`src/rtl/tcce_pkg.sv`:
```
package tcce_pkg;

  // screen geometry in character cells
  localparam int COLUMNS = 30;
  localparam int ROWS    = 8;
  localparam int COL_W   = $clog2(COLUMNS);
  localparam int ROW_W   = $clog2(ROWS);

  // result field widths
  localparam int KIND_W      = 3;
  localparam int F_COL_W     = 5;
  localparam int F_ROW_W     = 3;
  localparam int CHAR_W      = 8;
  localparam int COLOR_W     = 8;

  // stream and register port widths
  localparam int IN_TDATA_W  = 8;
  localparam int IN_TUSER_W  = 2;
  localparam int OUT_TDATA_W = 24;
  localparam int OUT_TUSER_W = KIND_W;
  localparam int CFG_ADDR_W  = 1;
  localparam int CFG_DATA_W  = 8;

  // register indexes
  localparam logic [CFG_ADDR_W-1:0] CFG_TEXT_COLOR = 1'b0;
  localparam logic [CFG_ADDR_W-1:0] CFG_BACK_COLOR = 1'b1;

  // register reset values
  localparam logic [COLOR_W-1:0] TEXT_COLOR_RST = 8'd7;
  localparam logic [COLOR_W-1:0] BACK_COLOR_RST = 8'd0;

  // special key codes and drawn characters
  localparam logic [CHAR_W-1:0] KEY_BACKSPACE = 8'h08;
  localparam logic [CHAR_W-1:0] KEY_TAB       = 8'h09;
  localparam logic [CHAR_W-1:0] KEY_ENTER     = 8'h0a;
  localparam logic [CHAR_W-1:0] KEY_CR        = 8'h0d;
  localparam logic [CHAR_W-1:0] CHAR_SPACE    = 8'h20;
  localparam logic [CHAR_W-1:0] CHAR_PROMPT   = 8'h3e;

  typedef enum logic [1:0] {
    OP_TICK = 2'd0,
    OP_ON   = 2'd1,
    OP_OFF  = 2'd2,
    OP_KEY  = 2'd3
  } op_t;

  typedef enum logic [KIND_W-1:0] {
    KIND_GLYPH   = 3'd0,
    KIND_SCROLL  = 3'd1,
    KIND_BOX     = 3'd2,
    KIND_ERASE   = 3'd3,
    KIND_CMD_END = 3'd4
  } kind_t;

  typedef enum logic [2:0] {
    KEY_CLS_BS,
    KEY_CLS_ENTER,
    KEY_CLS_TAB,
    KEY_CLS_CR,
    KEY_CLS_OTHER
  } key_cls_t;

  typedef enum logic [1:0] {
    GLY_KEY,
    GLY_SPACE,
    GLY_PROMPT
  } glyph_sel_t;

  // cursor and blink state updates
  typedef enum logic [2:0] {
    ACT_NONE,
    ACT_TICK,
    ACT_ON,
    ACT_OFF,
    ACT_BACK,
    ACT_ADV,
    ACT_NEWLINE,
    ACT_COL1
  } act_t;

  typedef enum logic [2:0] {
    ST_IDLE,
    ST_DISPATCH,
    ST_GLYPH,
    ST_SCROLL,
    ST_MARKER,
    ST_PROMPT,
    ST_ERASE,
    ST_BOX
  } state_t;

  // controller to datapath
  typedef struct packed {
    logic       latch;
    logic       emit;
    kind_t      kind;
    logic       last;
    glyph_sel_t glyph_sel;
    act_t       act;
  } ctl_cmd_t;

  // datapath to controller
  typedef struct packed {
    op_t      op;
    key_cls_t key_cls;
    logic     col_gt1;
    logic     col_at_end;
    logic     row_at_bottom;
    logic     adv_aligned;
    logic     enabled;
    logic     out_free;
  } dp_stat_t;

endpackage

```
`src/rtl/tcce_ctrl.sv`:
```
module tcce_ctrl (
  input  logic               clk,
  input  logic               rst_n,
  input  logic               in_tvalid,
  output logic               in_tready,
  input  tcce_pkg::dp_stat_t st,
  output tcce_pkg::ctl_cmd_t cmd
);
  import tcce_pkg::*;

  state_t state_r;
  state_t state_nxt;
  logic   wrap_scroll;

  // an advance that wraps on the bottom row needs a scroll result
  assign wrap_scroll = st.col_at_end && st.row_at_bottom;

  // state register
  always_ff @(posedge clk) begin
    if (!rst_n) begin
      state_r <= ST_IDLE;
    end else begin
      state_r <= state_nxt;
    end
  end

  // next state
  always_comb begin
    state_nxt = state_r;
    unique case (state_r)
      ST_IDLE: begin
        if (in_tvalid) state_nxt = ST_DISPATCH;
      end
      ST_DISPATCH: begin
        unique case (st.op)
          OP_TICK, OP_ON: state_nxt = ST_BOX;
          OP_OFF:         state_nxt = ST_ERASE;
          OP_KEY: begin
            if (st.key_cls == KEY_CLS_CR) begin
              state_nxt = ST_BOX;
            end else if (st.key_cls == KEY_CLS_BS && !st.col_gt1) begin
              state_nxt = ST_BOX;
            end else begin
              state_nxt = ST_GLYPH;
            end
          end
        endcase
      end
      ST_GLYPH: begin
        if (st.out_free) begin
          unique case (st.key_cls)
            KEY_CLS_BS:    state_nxt = ST_BOX;
            KEY_CLS_ENTER: state_nxt = st.row_at_bottom ? ST_SCROLL : ST_MARKER;
            KEY_CLS_TAB: begin
              if (wrap_scroll)          state_nxt = ST_SCROLL;
              else if (st.adv_aligned)  state_nxt = ST_BOX;
              else                      state_nxt = ST_GLYPH;
            end
            default:       state_nxt = wrap_scroll ? ST_SCROLL : ST_BOX;
          endcase
        end
      end
      ST_SCROLL: begin
        if (st.out_free) begin
          state_nxt = (st.key_cls == KEY_CLS_ENTER) ? ST_MARKER : ST_BOX;
        end
      end
      ST_MARKER: begin
        if (st.out_free) state_nxt = ST_PROMPT;
      end
      ST_PROMPT: begin
        if (st.out_free) state_nxt = ST_BOX;
      end
      ST_ERASE: begin
        if (st.out_free) state_nxt = ST_IDLE;
      end
      ST_BOX: begin
        if (!st.enabled || st.out_free) state_nxt = ST_IDLE;
      end
    endcase
  end

  // datapath commands
  always_comb begin
    in_tready     = 1'b0;
    cmd.latch     = 1'b0;
    cmd.emit      = 1'b0;
    cmd.kind      = KIND_GLYPH;
    cmd.last      = 1'b0;
    cmd.glyph_sel = GLY_SPACE;
    cmd.act       = ACT_NONE;
    unique case (state_r)
      ST_IDLE: begin
        in_tready = 1'b1;
        cmd.latch = in_tvalid;
      end
      ST_DISPATCH: begin
        unique case (st.op)
          OP_TICK: cmd.act = ACT_TICK;
          OP_ON:   cmd.act = ACT_ON;
          OP_OFF:  cmd.act = ACT_OFF;
          OP_KEY:  cmd.act = ACT_NONE;
        endcase
      end
      ST_GLYPH: begin
        cmd.emit = st.out_free;
        cmd.kind = KIND_GLYPH;
        unique case (st.key_cls)
          KEY_CLS_BS: begin
            cmd.glyph_sel = GLY_SPACE;
            cmd.last      = !st.enabled;
            cmd.act       = st.out_free ? ACT_BACK : ACT_NONE;
          end
          KEY_CLS_ENTER: begin
            cmd.glyph_sel = GLY_SPACE;
            cmd.act       = st.out_free ? ACT_NEWLINE : ACT_NONE;
          end
          KEY_CLS_TAB: begin
            cmd.glyph_sel = GLY_SPACE;
            cmd.last      = !wrap_scroll && st.adv_aligned && !st.enabled;
            cmd.act       = st.out_free ? ACT_ADV : ACT_NONE;
          end
          default: begin
            cmd.glyph_sel = GLY_KEY;
            cmd.last      = !wrap_scroll && !st.enabled;
            cmd.act       = st.out_free ? ACT_ADV : ACT_NONE;
          end
        endcase
      end
      ST_SCROLL: begin
        cmd.emit = st.out_free;
        cmd.kind = KIND_SCROLL;
        cmd.last = (st.key_cls != KEY_CLS_ENTER) && !st.enabled;
      end
      ST_MARKER: begin
        cmd.emit = st.out_free;
        cmd.kind = KIND_CMD_END;
      end
      ST_PROMPT: begin
        cmd.emit      = st.out_free;
        cmd.kind      = KIND_GLYPH;
        cmd.glyph_sel = GLY_PROMPT;
        cmd.last      = !st.enabled;
        cmd.act       = st.out_free ? ACT_COL1 : ACT_NONE;
      end
      ST_ERASE: begin
        cmd.emit = st.out_free;
        cmd.kind = KIND_ERASE;
        cmd.last = 1'b1;
      end
      ST_BOX: begin
        cmd.emit = st.enabled && st.out_free;
        cmd.kind = KIND_BOX;
        cmd.last = 1'b1;
      end
    endcase
  end

`ifndef SYNTHESIS
  a_emit_needs_room: assert property (@(posedge clk) disable iff (!rst_n)
    cmd.emit |-> st.out_free)
    else $error("result loaded while output register still full");

  // with the cursor hidden the sequence passes through a silent box state
  a_last_ends_item: assert property (@(posedge clk) disable iff (!rst_n)
    (cmd.emit && cmd.last) |=> (state_r == ST_IDLE || (state_r == ST_BOX && !st.enabled)))
    else $error("sequence continued after its last result");

  a_erase_hidden: assert property (@(posedge clk) disable iff (!rst_n)
    (state_r == ST_ERASE && cmd.emit) |-> !st.enabled)
    else $error("erase emitted while cursor still enabled");

  a_accept_to_dispatch: assert property (@(posedge clk) disable iff (!rst_n)
    cmd.latch |=> (state_r == ST_DISPATCH))
    else $error("accepted item not dispatched");
`endif

endmodule

```
`src/rtl/tcce_dp.sv`:
```
module tcce_dp (
  input  logic                                 clk,
  input  logic                                 rst_n,
  input  logic [tcce_pkg::IN_TDATA_W-1:0]      in_tdata,
  input  logic [tcce_pkg::IN_TUSER_W-1:0]      in_tuser,
  output logic                                 out_tvalid,
  input  logic                                 out_tready,
  output logic [tcce_pkg::OUT_TDATA_W-1:0]     out_tdata,
  output logic [tcce_pkg::OUT_TUSER_W-1:0]     out_tuser,
  output logic                                 out_tlast,
  input  logic                                 cfg_we,
  input  logic [tcce_pkg::CFG_ADDR_W-1:0]      cfg_addr,
  input  logic [tcce_pkg::CFG_DATA_W-1:0]      cfg_wdata,
  input  tcce_pkg::ctl_cmd_t                   cmd,
  output tcce_pkg::dp_stat_t                   st
);
  import tcce_pkg::*;

  // latched item
  op_t               op_r;
  logic [CHAR_W-1:0] key_r;

  // cursor and blink state
  logic [COL_W-1:0] col_r, col_nxt;
  logic [ROW_W-1:0] row_r, row_nxt;
  logic             en_r, en_nxt;
  logic             lit_r, lit_nxt;
  logic             phase_r, phase_nxt;

  // color registers
  logic [COLOR_W-1:0] text_color_r, back_color_r;

  // output register
  logic                   out_valid_r, out_valid_nxt;
  logic [OUT_TDATA_W-1:0] out_data_r, out_data_nxt;
  logic [OUT_TUSER_W-1:0] out_user_r;
  logic                   out_last_r;

  logic [COL_W-1:0]   col_inc;
  logic               col_at_end, row_at_bottom;
  key_cls_t           key_cls;
  logic [F_COL_W-1:0] f_col;
  logic [F_ROW_W-1:0] f_row;
  logic [CHAR_W-1:0]  f_glyph;
  logic [COLOR_W-1:0] f_color;

  // item latch
  always_ff @(posedge clk) begin
    if (cmd.latch) begin
      op_r  <= op_t'(in_tuser);
      key_r <= in_tdata;
    end
  end

  // key classification
  always_comb begin
    unique case (key_r)
      KEY_BACKSPACE: key_cls = KEY_CLS_BS;
      KEY_ENTER:     key_cls = KEY_CLS_ENTER;
      KEY_TAB:       key_cls = KEY_CLS_TAB;
      KEY_CR:        key_cls = KEY_CLS_CR;
      default:       key_cls = KEY_CLS_OTHER;
    endcase
  end

  // cursor position flags
  assign col_inc       = col_r + COL_W'(1);
  assign col_at_end    = (col_r == COL_W'(COLUMNS - 1));
  assign row_at_bottom = (row_r == ROW_W'(ROWS - 1));

  // status to controller
  always_comb begin
    st.op            = op_r;
    st.key_cls       = key_cls;
    st.col_gt1       = (col_r > COL_W'(1));
    st.col_at_end    = col_at_end;
    st.row_at_bottom = row_at_bottom;
    st.adv_aligned   = col_at_end || (col_inc[1:0] == 2'b00);
    st.enabled       = en_r;
    st.out_free      = !out_valid_r || out_tready;
  end

  // cursor and blink updates
  always_comb begin
    col_nxt   = col_r;
    row_nxt   = row_r;
    en_nxt    = en_r;
    lit_nxt   = lit_r;
    phase_nxt = phase_r;
    unique case (cmd.act)
      ACT_NONE: ;
      ACT_TICK: begin
        if (en_r) lit_nxt = phase_r;
        phase_nxt = !phase_r;
      end
      ACT_ON: begin
        en_nxt  = 1'b1;
        lit_nxt = 1'b1;
      end
      ACT_OFF:  en_nxt = 1'b0;
      ACT_BACK: col_nxt = col_r - COL_W'(1);
      ACT_ADV: begin
        if (col_at_end) begin
          col_nxt = '0;
          if (!row_at_bottom) row_nxt = row_r + ROW_W'(1);
        end else begin
          col_nxt = col_inc;
        end
      end
      ACT_NEWLINE: begin
        col_nxt = '0;
        if (!row_at_bottom) row_nxt = row_r + ROW_W'(1);
      end
      ACT_COL1: col_nxt = COL_W'(1);
    endcase
  end

  always_ff @(posedge clk) begin
    if (!rst_n) begin
      col_r   <= COL_W'(1);
      row_r   <= '0;
      en_r    <= 1'b0;
      lit_r   <= 1'b0;
      phase_r <= 1'b1;
    end else begin
      col_r   <= col_nxt;
      row_r   <= row_nxt;
      en_r    <= en_nxt;
      lit_r   <= lit_nxt;
      phase_r <= phase_nxt;
    end
  end

  // register writes
  always_ff @(posedge clk) begin
    if (!rst_n) begin
      text_color_r <= TEXT_COLOR_RST;
      back_color_r <= BACK_COLOR_RST;
    end else if (cfg_we) begin
      unique case (cfg_addr)
        CFG_TEXT_COLOR: text_color_r <= cfg_wdata;
        CFG_BACK_COLOR: back_color_r <= cfg_wdata;
      endcase
    end
  end

  // result fields
  always_comb begin
    f_col   = '0;
    f_row   = '0;
    f_glyph = '0;
    f_color = '0;
    case (cmd.kind)
      KIND_GLYPH: begin
        f_col   = F_COL_W'(col_r);
        f_row   = F_ROW_W'(row_r);
        f_color = text_color_r;
        case (cmd.glyph_sel)
          GLY_KEY:    f_glyph = key_r;
          GLY_PROMPT: f_glyph = CHAR_PROMPT;
          default:    f_glyph = CHAR_SPACE;
        endcase
      end
      KIND_BOX: begin
        f_col   = F_COL_W'(col_r);
        f_row   = F_ROW_W'(row_r);
        f_color = lit_r ? text_color_r : back_color_r;
      end
      KIND_ERASE: begin
        f_col   = F_COL_W'(col_r);
        f_row   = F_ROW_W'(row_r);
        f_color = back_color_r;
      end
      default: ;
    endcase
    out_data_nxt = {f_color, f_glyph, f_row, f_col};
  end

  // output register
  always_comb begin
    if (cmd.emit)        out_valid_nxt = 1'b1;
    else if (out_tready) out_valid_nxt = 1'b0;
    else                 out_valid_nxt = out_valid_r;
  end

  always_ff @(posedge clk) begin
    if (!rst_n) begin
      out_valid_r <= 1'b0;
    end else begin
      out_valid_r <= out_valid_nxt;
    end
  end

  always_ff @(posedge clk) begin
    if (cmd.emit) begin
      out_data_r <= out_data_nxt;
      out_user_r <= cmd.kind;
      out_last_r <= cmd.last;
    end
  end

  assign out_tvalid = out_valid_r;
  assign out_tdata  = out_data_r;
  assign out_tuser  = out_user_r;
  assign out_tlast  = out_last_r;

`ifndef SYNTHESIS
  a_col_in_range: assert property (@(posedge clk) disable iff (!rst_n)
    col_r <= COL_W'(COLUMNS - 1))
    else $error("cursor column beyond last column");

  a_row_in_range: assert property (@(posedge clk) disable iff (!rst_n)
    row_r <= ROW_W'(ROWS - 1))
    else $error("cursor row beyond last row");

  a_box_only_enabled: assert property (@(posedge clk) disable iff (!rst_n)
    (cmd.emit && cmd.kind == KIND_BOX) |-> en_r)
    else $error("cursor box drawn while cursor hidden");
`endif

endmodule

```
`src/rtl/text_console_cursor_engine.sv`:
```
// Text console cursor engine: takes one console event per input item (blink
// tick, cursor on, cursor off, keystroke) and emits the resulting glyph
// writes, scroll-ups, end-of-command markers and cursor box draws, one result
// per cycle unless the output stalls, with tlast on each event's last result.
// Events are handled one at a time by a small sequencer: an item is latched
// in idle and decoded in dispatch, then each result has its own state, and a
// hidden cursor ends the event in a silent box state unless an erase does.
// The single output register decouples the sides; a stalled result holds the
// sequencer and so the input. Color registers are written through cfg_we /
// cfg_addr / cfg_wdata (0 text color, 1 back color); users write them only
// while no event is pending; the block itself does not enforce it.
module text_console_cursor_engine (
  input  logic                              clk,
  input  logic                              rst_n,
  input  logic                              in_tvalid,
  output logic                              in_tready,
  // in_tdata: key_code[7:0]
  input  logic [tcce_pkg::IN_TDATA_W-1:0]   in_tdata,
  // in_tuser: op[1:0]
  input  logic [tcce_pkg::IN_TUSER_W-1:0]   in_tuser,
  output logic                              out_tvalid,
  input  logic                              out_tready,
  // out_tdata: column[4:0], row[7:5], glyph[15:8], color[23:16]
  output logic [tcce_pkg::OUT_TDATA_W-1:0]  out_tdata,
  // out_tuser: kind[2:0]
  output logic [tcce_pkg::OUT_TUSER_W-1:0]  out_tuser,
  output logic                              out_tlast,
  input  logic                              cfg_we,
  input  logic [tcce_pkg::CFG_ADDR_W-1:0]   cfg_addr,
  input  logic [tcce_pkg::CFG_DATA_W-1:0]   cfg_wdata
);
  import tcce_pkg::*;

  ctl_cmd_t cmd;
  dp_stat_t st;

  // event sequencer
  tcce_ctrl u_ctrl (
    .clk       (clk),
    .rst_n     (rst_n),
    .in_tvalid (in_tvalid),
    .in_tready (in_tready),
    .st        (st),
    .cmd       (cmd)
  );

  // cursor state, colors and output register
  tcce_dp u_dp (
    .clk        (clk),
    .rst_n      (rst_n),
    .in_tdata   (in_tdata),
    .in_tuser   (in_tuser),
    .out_tvalid (out_tvalid),
    .out_tready (out_tready),
    .out_tdata  (out_tdata),
    .out_tuser  (out_tuser),
    .out_tlast  (out_tlast),
    .cfg_we     (cfg_we),
    .cfg_addr   (cfg_addr),
    .cfg_wdata  (cfg_wdata),
    .cmd        (cmd),
    .st         (st)
  );

endmodule
```
`config.mk`:
```
export PLATFORM = sky130hd
export DESIGN_NAME = text_console_cursor_engine
export DESIGN_NICKNAME = d
export VERILOG_FILES = /design/src/rtl/tcce_pkg.sv /design/src/rtl/tcce_ctrl.sv /design/src/rtl/tcce_dp.sv /design/src/rtl/text_console_cursor_engine.sv
export SDC_FILE = /design/constraint.sdc
export NUM_CORES = 1
export LEC_CHECK = 0
export ABC_AREA = 0
export BUFFER_PORTS_ARGS = -buffer_cell sky130_fd_sc_hd__buf_2
export CAP_MARGIN = 20
export CORE_MARGIN = 8
export CORE_UTILIZATION = 53
export CTS_BUF_LIST = sky130_fd_sc_hd__clkbuf_4
export DETAILED_ROUTE_END_ITERATION = 8
export PLACE_DENSITY = 0.86
export SLEW_MARGIN = 10
export SYNTH_ARGS = -nofsm -noshare
export SYNTH_HDL_FRONTEND = slang
export SYNTH_HIERARCHICAL = 1
export SYNTH_SLANG_ARGS = --single-unit
```
`constraint.sdc`:
```
create_clock -name clk -period 2.87 [get_ports clk]
set_input_delay 0.1435 -clock clk [delete_from_list [all_inputs] [get_ports clk]]
set_output_delay 0.1435 -clock clk [all_outputs]
set_load 0.01 [all_outputs]
```
# Word level (Yosys, flattened, before mapping)
# Index checks and enable logic that the tools add are counted.
[totals] output_inout_bits=30 regBits=69 elab_cells=139 inputBits=24
[op_classes] order_cmp=1 add_sub_neg=3 n_reduce_logical=35 bitwise_logic=1 n_eq_ne=39 mux=44
[op_table] cell="$mux 3" n=19
[op_table] cell="$eq 8x4->1 const B" n=4
[op_table] cell="$eq 3x3->1 const B" n=9
[op_table] cell="$pmux 3 s3" n=3
[op_table] cell="$eq 3x2->1 const B" n=8
[op_table] cell="$pmux 3 s4" n=2
[op_table] cell="$pmux 3 s8" n=1
[op_table] cell="$pmux 8 s3" n=1
[op_table] cell="$pmux 4 s5" n=1
[op_table] cell="$pmux 5 s4" n=1
[op_table] cell="$ne 2x1->1 const B" n=8
[op_table] cell="$pmux 8 s2" n=1
[op_table] cell="$pmux 4 s3" n=1
[op_table] cell="$eq 3x1->1 const B" n=3
[op_table] cell="$logic_not 3->1" n=3
[op_table] cell="$mux 8" n=1
[op_table] cell="$reduce_and 2->1" n=4
[op_table] cell="$reduce_bool 2->1" n=4
[op_table] cell="$logic_and 1x1->1" n=7
[op_table] cell="$reduce_and 7->1" n=1
[op_table] cell="$eq 2x2->1 const B" n=3
[op_table] cell="$logic_not 2->1" n=3
[op_table] cell="$pmux 3 s2" n=1
[op_table] cell="$reduce_or 2->1" n=3
[op_table] cell="20 further kinds" n=31

# Longest topological paths before layout
[depth] word_depth=8 mapped_depth=11 ltp_nobuf=10

# Modules after synthesis
# Netlist, hierarchy kept.
[by_module_without_submodules] mod="tcce_dp" instances=1 area_per_inst_um2=2826.5 seq_area_each_um2=1701.6 cells_per_inst=265
[by_module_without_submodules] mod="tcce_ctrl" instances=1 area_per_inst_um2=560.5 seq_area_each_um2=60.1 cells_per_inst=82

# Worst setup path after synthesis
# Ideal clock, no wire load.
[synth_path] kind="reg-to-reg" from="register u_dp.key_r[4]" to="register u_dp.col_r[4]" period_less_slack_ns=2.785 arrival_ns=2.666 slack_ns=0.085 path_stages_with_launch=11 setup_time_ns=0.120 n_path_buf=1 path_cell_list="edfxtp_1 > nor4_1 > nand2_1 > nor2_1 > or3b_1 > buf_2 > o22ai_1 > and2b_2 > a21oi_1 > nor2b_1 > o31a_1"
[synth_lines] item="from (decl)" line_no="tcce_dp.sv:21" rtl="logic [CHAR_W-1:0] key_r;"
[synth_lines] item="from (signal assigned)" line_no="tcce_dp.sv:51" rtl="key_r <= in_tdata;"
[synth_lines] item="to (signal assigned)" line_no="tcce_dp.sv:126" rtl="col_r <= col_nxt;"
[synth_lines] item="to (decl)" line_no="tcce_dp.sv:24" rtl="logic [COL_W-1:0] col_r, col_nxt;"

==> run metrics <==
status=finished clean; slew at the pin with the worst max-slew slack=0.761 ns; number of flops mapped to enable cells by yosys=38; initial antenna violation count=0; library cells used by synthesis=53; endpoint class of the critical path=flip-flop; CP Class=flip-flop to flip-flop; min Tclk post-route=about 2.7 ns; Post-Layout Cell Count=500; setup ws final=0.164 ns; Design Power=just under 4 mW; drt drc=0; slew margin rel.=0.493; Pre-antenna DRT Iters=6; Total Wirelength=between 8 and 9 mm; post-route ant nets=0; Worst EP required=3.22 ns; die footprint=9200 sq um; global route overflow=0; Final GP Congestion=0.889; Top Ports=54; peak supply drop=0.000545 V; ys flop type=edfxtp_1; HPWL after detailed placement=~5.6 mm; Hold Crit Class=input pin to flip-flop; commonest cells after routing, fill and taps aside=buf_2 (53), nand2_1 (44), edfxtp_1 (38), nor2_1 (31), dfxtp_1 (31); dpl ws=0.208 ns; Arrival @ worst endpoint=3.06 ns; maximum clock rate=0.370 GHz; post-route cell area=4070 sq um; Avg Cell Area, Syn=9.76 sq um; final design utilization=0.648; Cells after Synth=around 350; starting density of the core=0.540; chip height=approximately 96 microns; Max Fanout on Critical Path=7; RSZ-0062 raised after global routing=false; Core Area=6280 sq um; share of cells above drive strength 1=0.217; Setup-failing EPs final=0; Area after DPL=3710 sq um; Die Wd=95.9 microns; Clock transition at path regs=0.13 ns; area growth from synthesis to layout=20.1%; largest net degree at the start of global routing=20; nets=450; P_leak=1.62 nW; Cell Rows=29; violation count after the first detailed-route iteration=320; commonest non-fill, non-tap cell in the layout=buf_2; Pins Over Slew Limit=0; drt wl/cell=16.9 microns; H-tree Lvls=3; number of port buffers=53; cell area after synthesis=3390 sq um; register area share after synthesis=0.520; Sum Neg Setup Slack=0 ns; Pwr Density=966 nW/um^2; Syn. warnings=6; CTS tree=yes; Final Hold Viols=0; vias in the first global route=2926; root buffer cell=clkbuf_4; Setup Buffers After CTS=0; Inst Count DP=between 400 and 500; Clock Tree Buf Depth=2; worst hold slack=roughly 0.060 ns; Post-Synthesis Net Count=379; diode count=0; Yosys reg bits=69; Clock Skews=0.0176 ns; global-route wire length before repair=13.7 mm; type of origin of the critical path=flip-flop; Post-synth ARST share=0; number of buffers created by CTS=9; clk sink count=69; Via-to-Cell Ratio=5.87; DR vias=just under 3000; All-Layer GR Usage=0.193; Max Cap Viol=0; clk_lat worst skew=around 0.43 ns; Final period util=0.943
[worst max-delay path, cell delays in order, from the launching register on]
cell	delay, ns
edfxtp_1	0.44
nor4_2	0.38
nand2_1	0.12
nor2_1	0.19
or3b_1	0.42
o22ai_1	0.23
buf_4	0.18
nand2b_1	0.11
a211oi_4	0.32
mux2i_1	0.24
[registers in the layout (all words and copies together), names as in the netlist]
signal	cells
u_dp/text_color_r	8
u_dp/out_tuser	3
u_dp/op_r	2
u_dp/out_tlast	1
u_dp/out_tdata	24
u_dp/row_r	3
u_dp/en_r	1
u_dp/back_color_r	8
u_dp/phase_r	1
u_dp/key_r	8
u_ctrl/state_r	3
u_dp/out_tvalid	1
u_dp/col_r	5
u_dp/lit_r	1
[cells by family after synthesis]
logic type | share of synthesized area
xor+xnor | 0.00517
mux | 0.0177
fa+ha+maj | 0.0296
buf+inv | 0.0499
compound gates | 0.173
simple gates | 0.205
flops | 0.520
[layout make-up]
class,count,area (sq um)
Clock inverter,7,97.6
Multi-Input combinational cell,243,1470
Sequential cell,69,1760
Fill cell,474,2210
Timing Repair Buffer,82,528
Inverter,13,48.8
Clock buffer,9,67.6
Tap cell,77,96.3
[path summary, 6_finish.rpt]
| kind | from | cells past startpoint | to | slack [ns] |
|---|---|---|---|---|
| max | u_dp/key_r[4] | 9 | u_dp/row_r[0] | 0.16 |
| min | rst_n | 2 | u_dp/col_r[0] | 0.06 |
| max reg2reg | u_dp/key_r[4] | 9 | u_dp/row_r[0] | 0.16 |
| min reg2reg | u_dp/text_color_r[4] | 2 | u_dp/text_color_r[4] | 0.47 |
[synth_stat cells (2+ instances only)]
| cell type | count | area (sq um) |
|---|---|---|
| clkbuf_1 | 8 | 30.0 |
| buf_2 | 8 | 40.0 |
| buf_4 | 3 | 22.5 |
| buf_6 | 2 | 22.5 |
| and4_1 | 2 | 17.5 |
| nor2b_1 | 6 | 37.5 |
| nor4b_1 | 2 | 17.5 |
| a21oi_1 | 28 | 140 |
| a31oi_1 | 4 | 25.0 |
| edfxtp_1 | 38 | 1140 |
| inv_1 | 12 | 45.0 |
| nand3_1 | 14 | 70.1 |
| a211oi_1 | 4 | 30.0 |
| o21a_1 | 7 | 52.6 |
| o211ai_1 | 3 | 22.5 |
| nand2b_1 | 9 | 56.3 |
| or3_1 | 2 | 12.5 |
| nor4_1 | 2 | 12.5 |
| or2_2 | 2 | 12.5 |
| o22ai_1 | 5 | 31.3 |
| ha_1 | 8 | 100 |
| dfxtp_1 | 31 | 621 |
| a32oi_1 | 2 | 17.5 |
| nor2_1 | 31 | 116 |
| nand2_1 | 44 | 165 |
| mux2i_1 | 6 | 60.1 |
| nor3_1 | 8 | 40.0 |
| and3_1 | 2 | 12.5 |
| a22oi_1 | 10 | 75.1 |
| and2_1 | 13 | 81.3 |
| xnor2_1 | 2 | 17.5 |
| o21ai_0 | 8 | 40.0 |
[repair_timing]
item / 4_1_cts / 5_1_grt
setup endpoints to repair: 0 / 5
gates resized for setup: 0 / 1
hold endpoints to repair: 26 / 0
hold buffers: 18 / 0
[per-layer routing]
layer,up-vias,global-route usage,part of all wire
li1,1382,-,-
met1,1390,0.226,0.40
met2,140,0.330,0.50
met3,22,0.0491,0.077
met4,0,0.0819,0.024
met5,-,0,0
[power breakdown]
group / switching, mW / leakage, nW / total [mW] / internal, mW
clock network: 0.382 / 0.0825 / 0.737 / 0.356
logic: 0.949 / 0.914 / 1.54 / 0.595
registers: 0.206 / 0.619 / 1.65 / 1.44
total: 1.54 / 1.62 / 3.93 / 2.39
Note: power is estimated with default switching activity, not from simulation.
